### src/sv/etf_pkg.sv
`timescale 1ns / 1ps

package etf_pkg;

    localparam int WIDTH_PIXELS  = 1024;
    localparam int HEIGHT_PIXELS = 1024;
    localparam int FRAC_BITS     = 28;
    localparam int ITER_BITS     = 10;
    localparam int COORD_BITS    = 10;
    localparam int CFG_IDX_W     = 3;

    // |z|^2 >= 4.0 in the double-width square domain
    localparam int ESC_SHIFT = 2 * FRAC_BITS + 2;

    localparam logic [CFG_IDX_W-1:0] REG_MODE       = 3'd0;
    localparam logic [CFG_IDX_W-1:0] REG_MAX_ITER   = 3'd1;
    localparam logic [CFG_IDX_W-1:0] REG_JULIA_C_RE = 3'd2;
    localparam logic [CFG_IDX_W-1:0] REG_JULIA_C_IM = 3'd3;
    localparam logic [CFG_IDX_W-1:0] REG_RE_ORIGIN  = 3'd4;
    localparam logic [CFG_IDX_W-1:0] REG_IM_ORIGIN  = 3'd5;
    localparam logic [CFG_IDX_W-1:0] REG_RE_STEP    = 3'd6;
    localparam logic [CFG_IDX_W-1:0] REG_IM_STEP    = 3'd7;

    localparam logic [1:0] MODE_MANDEL = 2'd0;
    localparam logic [1:0] MODE_JULIA  = 2'd1;
    localparam logic [1:0] MODE_SHIP   = 2'd2;

    localparam logic [ITER_BITS-1:0] MAX_ITER_RST = ITER_BITS'(100);
    localparam logic signed [31:0]   ORIGIN_RST   = -32'sd536870912;
    localparam logic signed [31:0]   STEP_RST     = 32'sd1048576;

    localparam logic signed [63:0] S32_MAX = 64'sd2147483647;
    localparam logic signed [63:0] S32_MIN = -64'sd2147483648;

    typedef struct packed {
        logic [COORD_BITS-1:0] pixel_x;
        logic [COORD_BITS-1:0] pixel_y;
    } t_etf_in;

    typedef struct packed {
        logic [COORD_BITS-1:0] out_x;
        logic [COORD_BITS-1:0] out_y;
        logic [ITER_BITS-1:0]  iterations;
    } t_etf_out;

    function automatic logic signed [31:0] sat32(input logic signed [63:0] v);
        logic signed [31:0] res;
        if (v > S32_MAX) begin
            res = 32'sh7FFFFFFF;
        end else if (v < S32_MIN) begin
            res = 32'sh80000000;
        end else begin
            res = v[31:0];
        end
        return res;
    endfunction

endpackage

### src/sv/escape_time_fractal_iterator_core.sv
`timescale 1ns / 1ps

// channel   direction  handshake             payload
// in        input      i_in_valid/o_in_stall   i_in_data  (pixel_x, pixel_y)
// out       output     o_out_valid/i_out_stall o_out_data (out_x, out_y, iterations)
// cfg       input      i_cfg_valid/o_cfg_ready i_cfg_index, i_cfg_data
//
// one pixel at a time: take it, form the point, then iterate (square, escape test,
// update) until escape or max_iter and hand the result over; a pixel outside the frame
// goes straight to the handover; all steps share the single 32x32 multiplier
// o_in_stall is high from transaction accept until the result moves to the output register
// a finished result waits in the output register while the next pixel is taken
// reset (synchronous, active low) restores the register defaults and empties the block

module escape_time_fractal_iterator_core (
    input  logic                                i_clk,
    input  logic                                i_rst_n,
    input  logic                                i_in_valid,
    output logic                                o_in_stall,
    input  etf_pkg::t_etf_in                    i_in_data,
    output logic                                o_out_valid,
    input  logic                                i_out_stall,
    output etf_pkg::t_etf_out                   o_out_data,
    input  logic                                i_cfg_valid,
    output logic                                o_cfg_ready,
    input  logic [etf_pkg::CFG_IDX_W-1:0]       i_cfg_index,
    input  logic [31:0]                         i_cfg_data
);

    localparam logic [3:0] S_IDLE  = 4'd0;
    localparam logic [3:0] S_PT_X  = 4'd1;
    localparam logic [3:0] S_PT_Y  = 4'd2;
    localparam logic [3:0] S_INIT  = 4'd3;
    localparam logic [3:0] S_SQR_R = 4'd4;
    localparam logic [3:0] S_SQR_I = 4'd5;
    localparam logic [3:0] S_CROSS = 4'd6;
    localparam logic [3:0] S_UPD   = 4'd7;
    localparam logic [3:0] S_DONE  = 4'd8;

    localparam int IB = etf_pkg::ITER_BITS;
    localparam int CB = etf_pkg::COORD_BITS;

    // configuration registers
    logic [1:0]         r_mode;
    logic [IB-1:0]      r_max_iter;
    logic signed [31:0] r_jc_re;
    logic signed [31:0] r_jc_im;
    logic signed [31:0] r_re_org;
    logic signed [31:0] r_im_org;
    logic signed [31:0] r_re_step;
    logic signed [31:0] r_im_step;

    logic [3:0]         r_state, n_state;
    logic [CB-1:0]      r_px, n_px;
    logic [CB-1:0]      r_py, n_py;
    logic signed [31:0] r_zr, n_zr;
    logic signed [31:0] r_zi, n_zi;
    logic signed [31:0] r_cr, n_cr;
    logic signed [31:0] r_ci, n_ci;
    logic signed [63:0] r_prod;
    logic signed [63:0] r_acc, n_acc;
    logic [IB-1:0]      r_cnt, n_cnt;
    etf_pkg::t_etf_out  r_out, n_out;
    logic               r_out_valid, n_out_valid;

    logic signed [31:0] w_mul_a;
    logic signed [31:0] w_mul_b;
    logic signed [63:0] w_prod;
    logic signed [63:0] w_pt_sum;
    logic signed [31:0] w_pt;
    logic [63:0]        w_mag;
    logic               w_escape;
    logic signed [63:0] w_re_new;
    logic signed [63:0] w_im_new;
    logic signed [63:0] w_re_fix;
    logic signed [63:0] w_im_fix;
    logic [IB-1:0]      w_cnt_inc;
    logic               w_in_frame;
    logic               w_in_take;

    assign o_cfg_ready = 1'b1;
    assign o_in_stall  = (r_state != S_IDLE);
    assign o_out_valid = r_out_valid;
    assign o_out_data  = r_out;
    assign w_in_take   = i_in_valid && (r_state == S_IDLE);

    always_ff @(posedge i_clk) begin
        if (!i_rst_n) begin
            r_mode     <= etf_pkg::MODE_MANDEL;
            r_max_iter <= etf_pkg::MAX_ITER_RST;
            r_jc_re    <= '0;
            r_jc_im    <= '0;
            r_re_org   <= etf_pkg::ORIGIN_RST;
            r_im_org   <= etf_pkg::ORIGIN_RST;
            r_re_step  <= etf_pkg::STEP_RST;
            r_im_step  <= etf_pkg::STEP_RST;
        end else if (i_cfg_valid) begin
            case (i_cfg_index)
                etf_pkg::REG_MODE:       r_mode     <= i_cfg_data[1:0];
                etf_pkg::REG_MAX_ITER:   r_max_iter <= i_cfg_data[IB-1:0];
                etf_pkg::REG_JULIA_C_RE: r_jc_re    <= i_cfg_data;
                etf_pkg::REG_JULIA_C_IM: r_jc_im    <= i_cfg_data;
                etf_pkg::REG_RE_ORIGIN:  r_re_org   <= i_cfg_data;
                etf_pkg::REG_IM_ORIGIN:  r_im_org   <= i_cfg_data;
                etf_pkg::REG_RE_STEP:    r_re_step  <= i_cfg_data;
                etf_pkg::REG_IM_STEP:    r_im_step  <= i_cfg_data;
                default: begin
                end
            endcase
        end
    end

    // operand select for the shared multiplier
    always_comb begin
        case (r_state)
            S_PT_X: begin
                w_mul_a = $signed(32'(r_px));
                w_mul_b = r_re_step;
            end
            S_PT_Y: begin
                w_mul_a = $signed(32'(r_py));
                w_mul_b = r_im_step;
            end
            S_SQR_R: begin
                w_mul_a = r_zr;
                w_mul_b = r_zr;
            end
            S_SQR_I: begin
                w_mul_a = r_zi;
                w_mul_b = r_zi;
            end
            default: begin
                w_mul_a = r_zr;
                w_mul_b = r_zi;
            end
        endcase
    end

    assign w_prod = w_mul_a * w_mul_b;

    // point = origin + pixel * step, product sits in r_prod
    assign w_pt_sum = ((r_state == S_PT_Y) ? 64'(r_re_org) : 64'(r_im_org)) + r_prod;
    assign w_pt     = etf_pkg::sat32(w_pt_sum);

    // both squares are non-negative, the sum is at most 2^63 and fits unsigned 64 bits
    assign w_mag    = $unsigned(r_acc) + $unsigned(r_prod);
    assign w_escape = ((w_mag >> etf_pkg::ESC_SHIFT) != 64'd0);

    // r_acc holds zr^2 - zi^2, r_prod holds zr*zi in the update cycle
    assign w_re_new = (r_acc >>> etf_pkg::FRAC_BITS) + 64'(r_cr);
    assign w_im_new = (r_prod >>> (etf_pkg::FRAC_BITS - 1)) + 64'(r_ci);
    assign w_re_fix = ((r_mode == etf_pkg::MODE_SHIP) && (w_re_new < 0)) ? -w_re_new : w_re_new;
    assign w_im_fix = ((r_mode == etf_pkg::MODE_SHIP) && (w_im_new < 0)) ? -w_im_new : w_im_new;

    assign w_cnt_inc  = IB'(r_cnt + 1'b1);
    assign w_in_frame = (32'(i_in_data.pixel_x) < 32'(etf_pkg::WIDTH_PIXELS)) &&
                        (32'(i_in_data.pixel_y) < 32'(etf_pkg::HEIGHT_PIXELS));

    always_comb begin
        n_state     = r_state;
        n_px        = r_px;
        n_py        = r_py;
        n_zr        = r_zr;
        n_zi        = r_zi;
        n_cr        = r_cr;
        n_ci        = r_ci;
        n_acc       = r_acc;
        n_cnt       = r_cnt;
        n_out       = r_out;
        n_out_valid = r_out_valid && i_out_stall;

        case (r_state)
            S_IDLE: begin
                if (w_in_take) begin
                    n_px  = i_in_data.pixel_x;
                    n_py  = i_in_data.pixel_y;
                    n_cnt = '0;
                    n_state = w_in_frame ? S_PT_X : S_DONE;
                end
            end
            S_PT_X: begin
                n_state = S_PT_Y;
            end
            S_PT_Y: begin
                n_cr    = w_pt;
                n_state = S_INIT;
            end
            S_INIT: begin
                if (r_mode == etf_pkg::MODE_JULIA) begin
                    n_zr = r_cr;
                    n_zi = w_pt;
                    n_cr = r_jc_re;
                    n_ci = r_jc_im;
                end else begin
                    n_zr = '0;
                    n_zi = '0;
                    n_ci = w_pt;
                end
                n_state = (r_max_iter == '0) ? S_DONE : S_SQR_R;
            end
            S_SQR_R: begin
                n_state = S_SQR_I;
            end
            S_SQR_I: begin
                n_acc   = r_prod;
                n_state = S_CROSS;
            end
            S_CROSS: begin
                if (w_escape) begin
                    n_state = S_DONE;
                end else begin
                    n_acc   = r_acc - r_prod;
                    n_state = S_UPD;
                end
            end
            S_UPD: begin
                n_zr    = etf_pkg::sat32(w_re_fix);
                n_zi    = etf_pkg::sat32(w_im_fix);
                n_cnt   = w_cnt_inc;
                n_state = (w_cnt_inc < r_max_iter) ? S_SQR_R : S_DONE;
            end
            S_DONE: begin
                // output register free or draining this cycle
                if (!r_out_valid || !i_out_stall) begin
                    n_out.out_x      = r_px;
                    n_out.out_y      = r_py;
                    n_out.iterations = r_cnt;
                    n_out_valid      = 1'b1;
                    n_state          = S_IDLE;
                end
            end
            default: begin
                n_state = S_IDLE;
            end
        endcase
    end

    always_ff @(posedge i_clk) begin
        if (!i_rst_n) begin
            r_state     <= S_IDLE;
            r_out_valid <= 1'b0;
        end else begin
            r_state     <= n_state;
            r_out_valid <= n_out_valid;
        end
    end

    always_ff @(posedge i_clk) begin
        r_px   <= n_px;
        r_py   <= n_py;
        r_zr   <= n_zr;
        r_zi   <= n_zi;
        r_cr   <= n_cr;
        r_ci   <= n_ci;
        r_prod <= w_prod;
        r_acc  <= n_acc;
        r_cnt  <= n_cnt;
        r_out  <= n_out;
    end

endmodule

### config.mk
export PLATFORM = sky130hd
export DESIGN_NAME = escape_time_fractal_iterator_core
export DESIGN_NICKNAME = d
export VERILOG_FILES = /design/src/sv/etf_pkg.sv /design/src/sv/escape_time_fractal_iterator_core.sv
export SDC_FILE = /design/constraint.sdc
export NUM_CORES = 2
export LEC_CHECK = 0
export BUFFER_PORTS_ARGS = -buffer_cell sky130_fd_sc_hd__buf_2
export CAP_MARGIN = 20
export CORE_MARGIN = 4
export CORE_UTILIZATION = 40
export CTS_BUF_LIST = sky130_fd_sc_hd__clkbuf_8
export CTS_CLUSTER_SIZE = 40
export DETAILED_ROUTE_END_ITERATION = 7
export SLEW_MARGIN = 0
export SYNTH_ARGS = -nofsm -noshare
export SYNTH_HDL_FRONTEND = slang
export SYNTH_SLANG_ARGS = --single-unit
### constraint.sdc
create_clock -name i_clk -period 10.95 [get_ports i_clk]
set_clock_uncertainty 0.1 [all_clocks]
set_input_delay 0.5475 -clock i_clk [delete_from_list [all_inputs] [get_ports i_clk]]
set_output_delay 0.5475 -clock i_clk [all_outputs]
set_load 0.05 [all_outputs]
==> out/results.tsv <==
stage	metric	value	unit
status	status	complete, but fails checks	
status	failing checks	design-rule violations	
grt	largest net degree at the start of global routing	109	
routing	average wire per cell in the routed design	26.5	um
sta	pin slew with the least headroom to its limit	1.14	ns
cells_and_area	fillers	17500	
hold_path	worst hold stages	3	
place	PortBufs	91	
place	placed cell area	0.0760	mm^2
cells_and_area	fin nets	9923	
critical_path	crit path launch type	register	
routing	Via density	5.77	
clock_network	clk root buf	clkbuf_8	
yosys	top-count cell post-synth	nand2_1	
clock_network	TritonCTS Buffers	90	
clock_network	CTS clock-pin slew for the worst setup and hold paths	0.07	ns
cells_and_area	design area	0.0786	mm^2
floorplanning	full die area	0.187	mm^2
place	placed insts	10500	
critical_path	CP peak stage delay	0.64	ns
critical_path	Critical Path RT	11.54	ns
critical_path	worst r2r src	r_state[3]	
yosys	synthesized cell area	0.0722	mm^2
critical_path	R2R setup slack	0.41	ns
flow_run	maxcap violations	0	
sta	fin crit share	0.963	
hold_path	Hold EP	r_jc_re[22]	
yosys	Synth Area per Inst	8.70	um^2
yosys	Synth top cells by count	nand2_1 (1246), inv_1 (1123), fa_1 (1086), nor2_1 (817), ha_1 (458)	
floorplanning	die height	433	um
yosys	synthesized instance count	8304	
grt	GRT Total Usage	0.303	
yosys	share of the synthesized area in the top cell type	0.301	
critical_path	critical path type	reg -> reg	
floorplanning	core area	0.179	mm^2
yosys	EDFF count, synth	252	
hold_path	Hold/Removal Path Class	in -> reg	
clock_network	Worst-Skew Late Latency	0.83	ns
critical_path	Most common cell on crit path	fa_1	
cells_and_area	Area growth syn-to-layout	8.86	%
clock_network	H-Tree Depth	3	
routing	drt initial violations	5744	
sta	Fmax	94.8	MHz
routing	Pre-Repair DR Iteration Count	8	
yosys	register area share after synthesis	0.180	
yosys	main area contributors after synthesis	fa_1 (30%), edfxtp_1 (10%), ha_1 (7.9%)	
grt	initial antenna violation count	11	
sta	Slew Limit Fails	0	
floorplanning	# rows	155	
cells_and_area	layout cells sized above 1	0.0725	
sta	final hold viol count	0	
routing	via count	62100	
place	HPWL after DPL	230	mm
cells_and_area	Final Non-Filler Cells	10800	
yosys	post-synth net total	9908	
critical_path	CP Capture Type	register	
sta	Final setup viols	0	
yosys	#FFs+latches synth	525	
critical_path	delay-heaviest family, CP	adder cells	
yosys	Synth Flop Type	dfxtp_1	
clock_network	CTS tree	built	
critical_path	CP max stage cell	fa_1	
grt	vias in the first global route	62600	
floorplanning	Die Wd	433	um
yosys	Synth cell types	103	
clock_network	Clock Sinks	525	
sta	fin crit period	10.54	ns
routing	Final Routed Wirelength	285	mm
floorplanning	IO Pins	93	
sta	Worst slew margin	0.242	
routing	Post-DRT Antenna Nets	0	
critical_path	worst-path maximum fanout	24	
grt	global-route wire length before repair	419	mm
grt	grt total ovfl	0	
routing	DRC viols	2	
critical_path	FF-to-FF path depth	33	
hold_path	min-delay src	i_cfg_data[22]	
clock_network	CTS Buffer Depth	3	
critical_path	worst path arrival time	11.13	ns
floorplanning	Starting Density	0.403	
place	RePlAce Congestion	0.995	
critical_path	worst reg2reg path endpoint	r_prod[59]	
yosys	area leader, netlist	fa_1	
critical_path	buffer and inverter count on the worst path	8	
yosys	async set-reset flop share out of synthesis	0	
yosys	yosys warns	0	
flip-flops by register name, indices dropped and copies added (netlist names), 10 cells and up:
register    cells
r_acc          64
r_prod         64
r_ci           32
r_cr           32
r_im_org       32
r_im_step      32
r_jc_im        32
r_jc_re        32
r_re_org       32
r_re_step      32
r_zi           32
r_zr           32
o_out_data     30
r_cnt          10
r_max_iter     10
r_px           10
r_py           10
cell families (layout without fill, tap and decap cells):
group                      Yosys count  after routing  share of synthesized area
AOI/OAI and AO/OA                 1637           1637                      0.154
other                                1              6                  0.0000519
muxes                               44             44                    0.00667
buffers and inverters             1545           1638                     0.0812
and+or+nand+nor                   2722           2722                      0.163
DFF                                525            525                      0.180
adders and majority gates         1544           1544                      0.380
xor gates and xnor gates           286            286                     0.0347
layout by cell type (no fill, tap or decap), drive strengths merged, types with 17 or more instances in the layout:
cell and instances:
xor2 88, nor4 32, o21bai 51, nand4 58, mux2 33, dfxtp 273
nand3 156, clkbuf 107, buf 311, nor3 74, a22o 25, nand2 1246
a221o 36, nand2b 65, dlygate4sd3 33, or3 37, nor2b 51, inv 1152
a22oi 55, a211oi 51, o31ai 33, clkinv 23, a21o 106, a31oi 86
and2 60, o21a 79, ha 458, o211ai 48, or2 23, nor2 817
o21ai 299, a21boi 210, a32oi 32, a21oi 351, xnor2 198, fa 1086
a211o 20, edfxtp 252, a2111oi 17, and3 40
per-stage QoR:
stage	setup WS [ns]	hold slack (ns)	setup TNS [ns]	utilization
6_report	0.406	0.0819	0	0.439
3_5_place_dp	-0.0827	0.356	-0.109	0.425
5_1_grt	-0.0300	0.0592	-0.0300	0.439
3_3_place_gp	0.0237	0.344	0	0.425
2_1_floorplan	1.21	0.325	0	-
4_1_cts	0.116	0.00191	0	0.438
final cells by class:
type | count | area, um^2 | share of cell area
clock buffer | 107 | 1470 | 0.0187
sequential | 525 | 13000 | 0.166
antenna | 5 | 12.5 | 0.000159
inverter | 1124 | 4220 | 0.0537
multi-input combinational | 6234 | 53700 | 0.683
tap | 2355 | 2950 | 0.0375
clock inverter | 63 | 638 | 0.00812
timing repair buffer | 344 | 2610 | 0.0332
per-layer routing:
metal,share of wire,global-route usage,vias to the layer above
li1,-,-,27300
met1,0.40,0.400,31300
met2,0.44,0.462,2952
met3,0.087,0.0550,601
met4,0.073,0.185,4
met5,0.00012,0,-
tightest hold or removal path: stages:
cell and delay (ns):
buf_2 0.22, nand2_1 0.09, a21boi_0 0.07
worst max path at each step:
stage,cells past startpoint,startpoint,endpoint
floorplan,29,r_state[1],r_prod[62]
global placement,32,r_state[3],r_prod[59]
detailed placement,32,r_state[3],r_prod[59]
CTS,32,r_state[1],r_prod[62]
global route,35,r_state[3],r_prod[59]
finish,33,r_state[3],r_prod[59]
timing repair:
action / 4_1_cts / 5_1_grt
pin swaps: 0 / 2
endpoints found under the hold margin: 69 / 0
endpoints found under the setup margin: 2 / 9
hold buffers: 33 / 0
resized for setup: 1 / 10
buffers inserted: 0 / 6
Power is not shown: default switching activity piles up to over one toggle a cycle in this logic, so the estimate is an artifact.
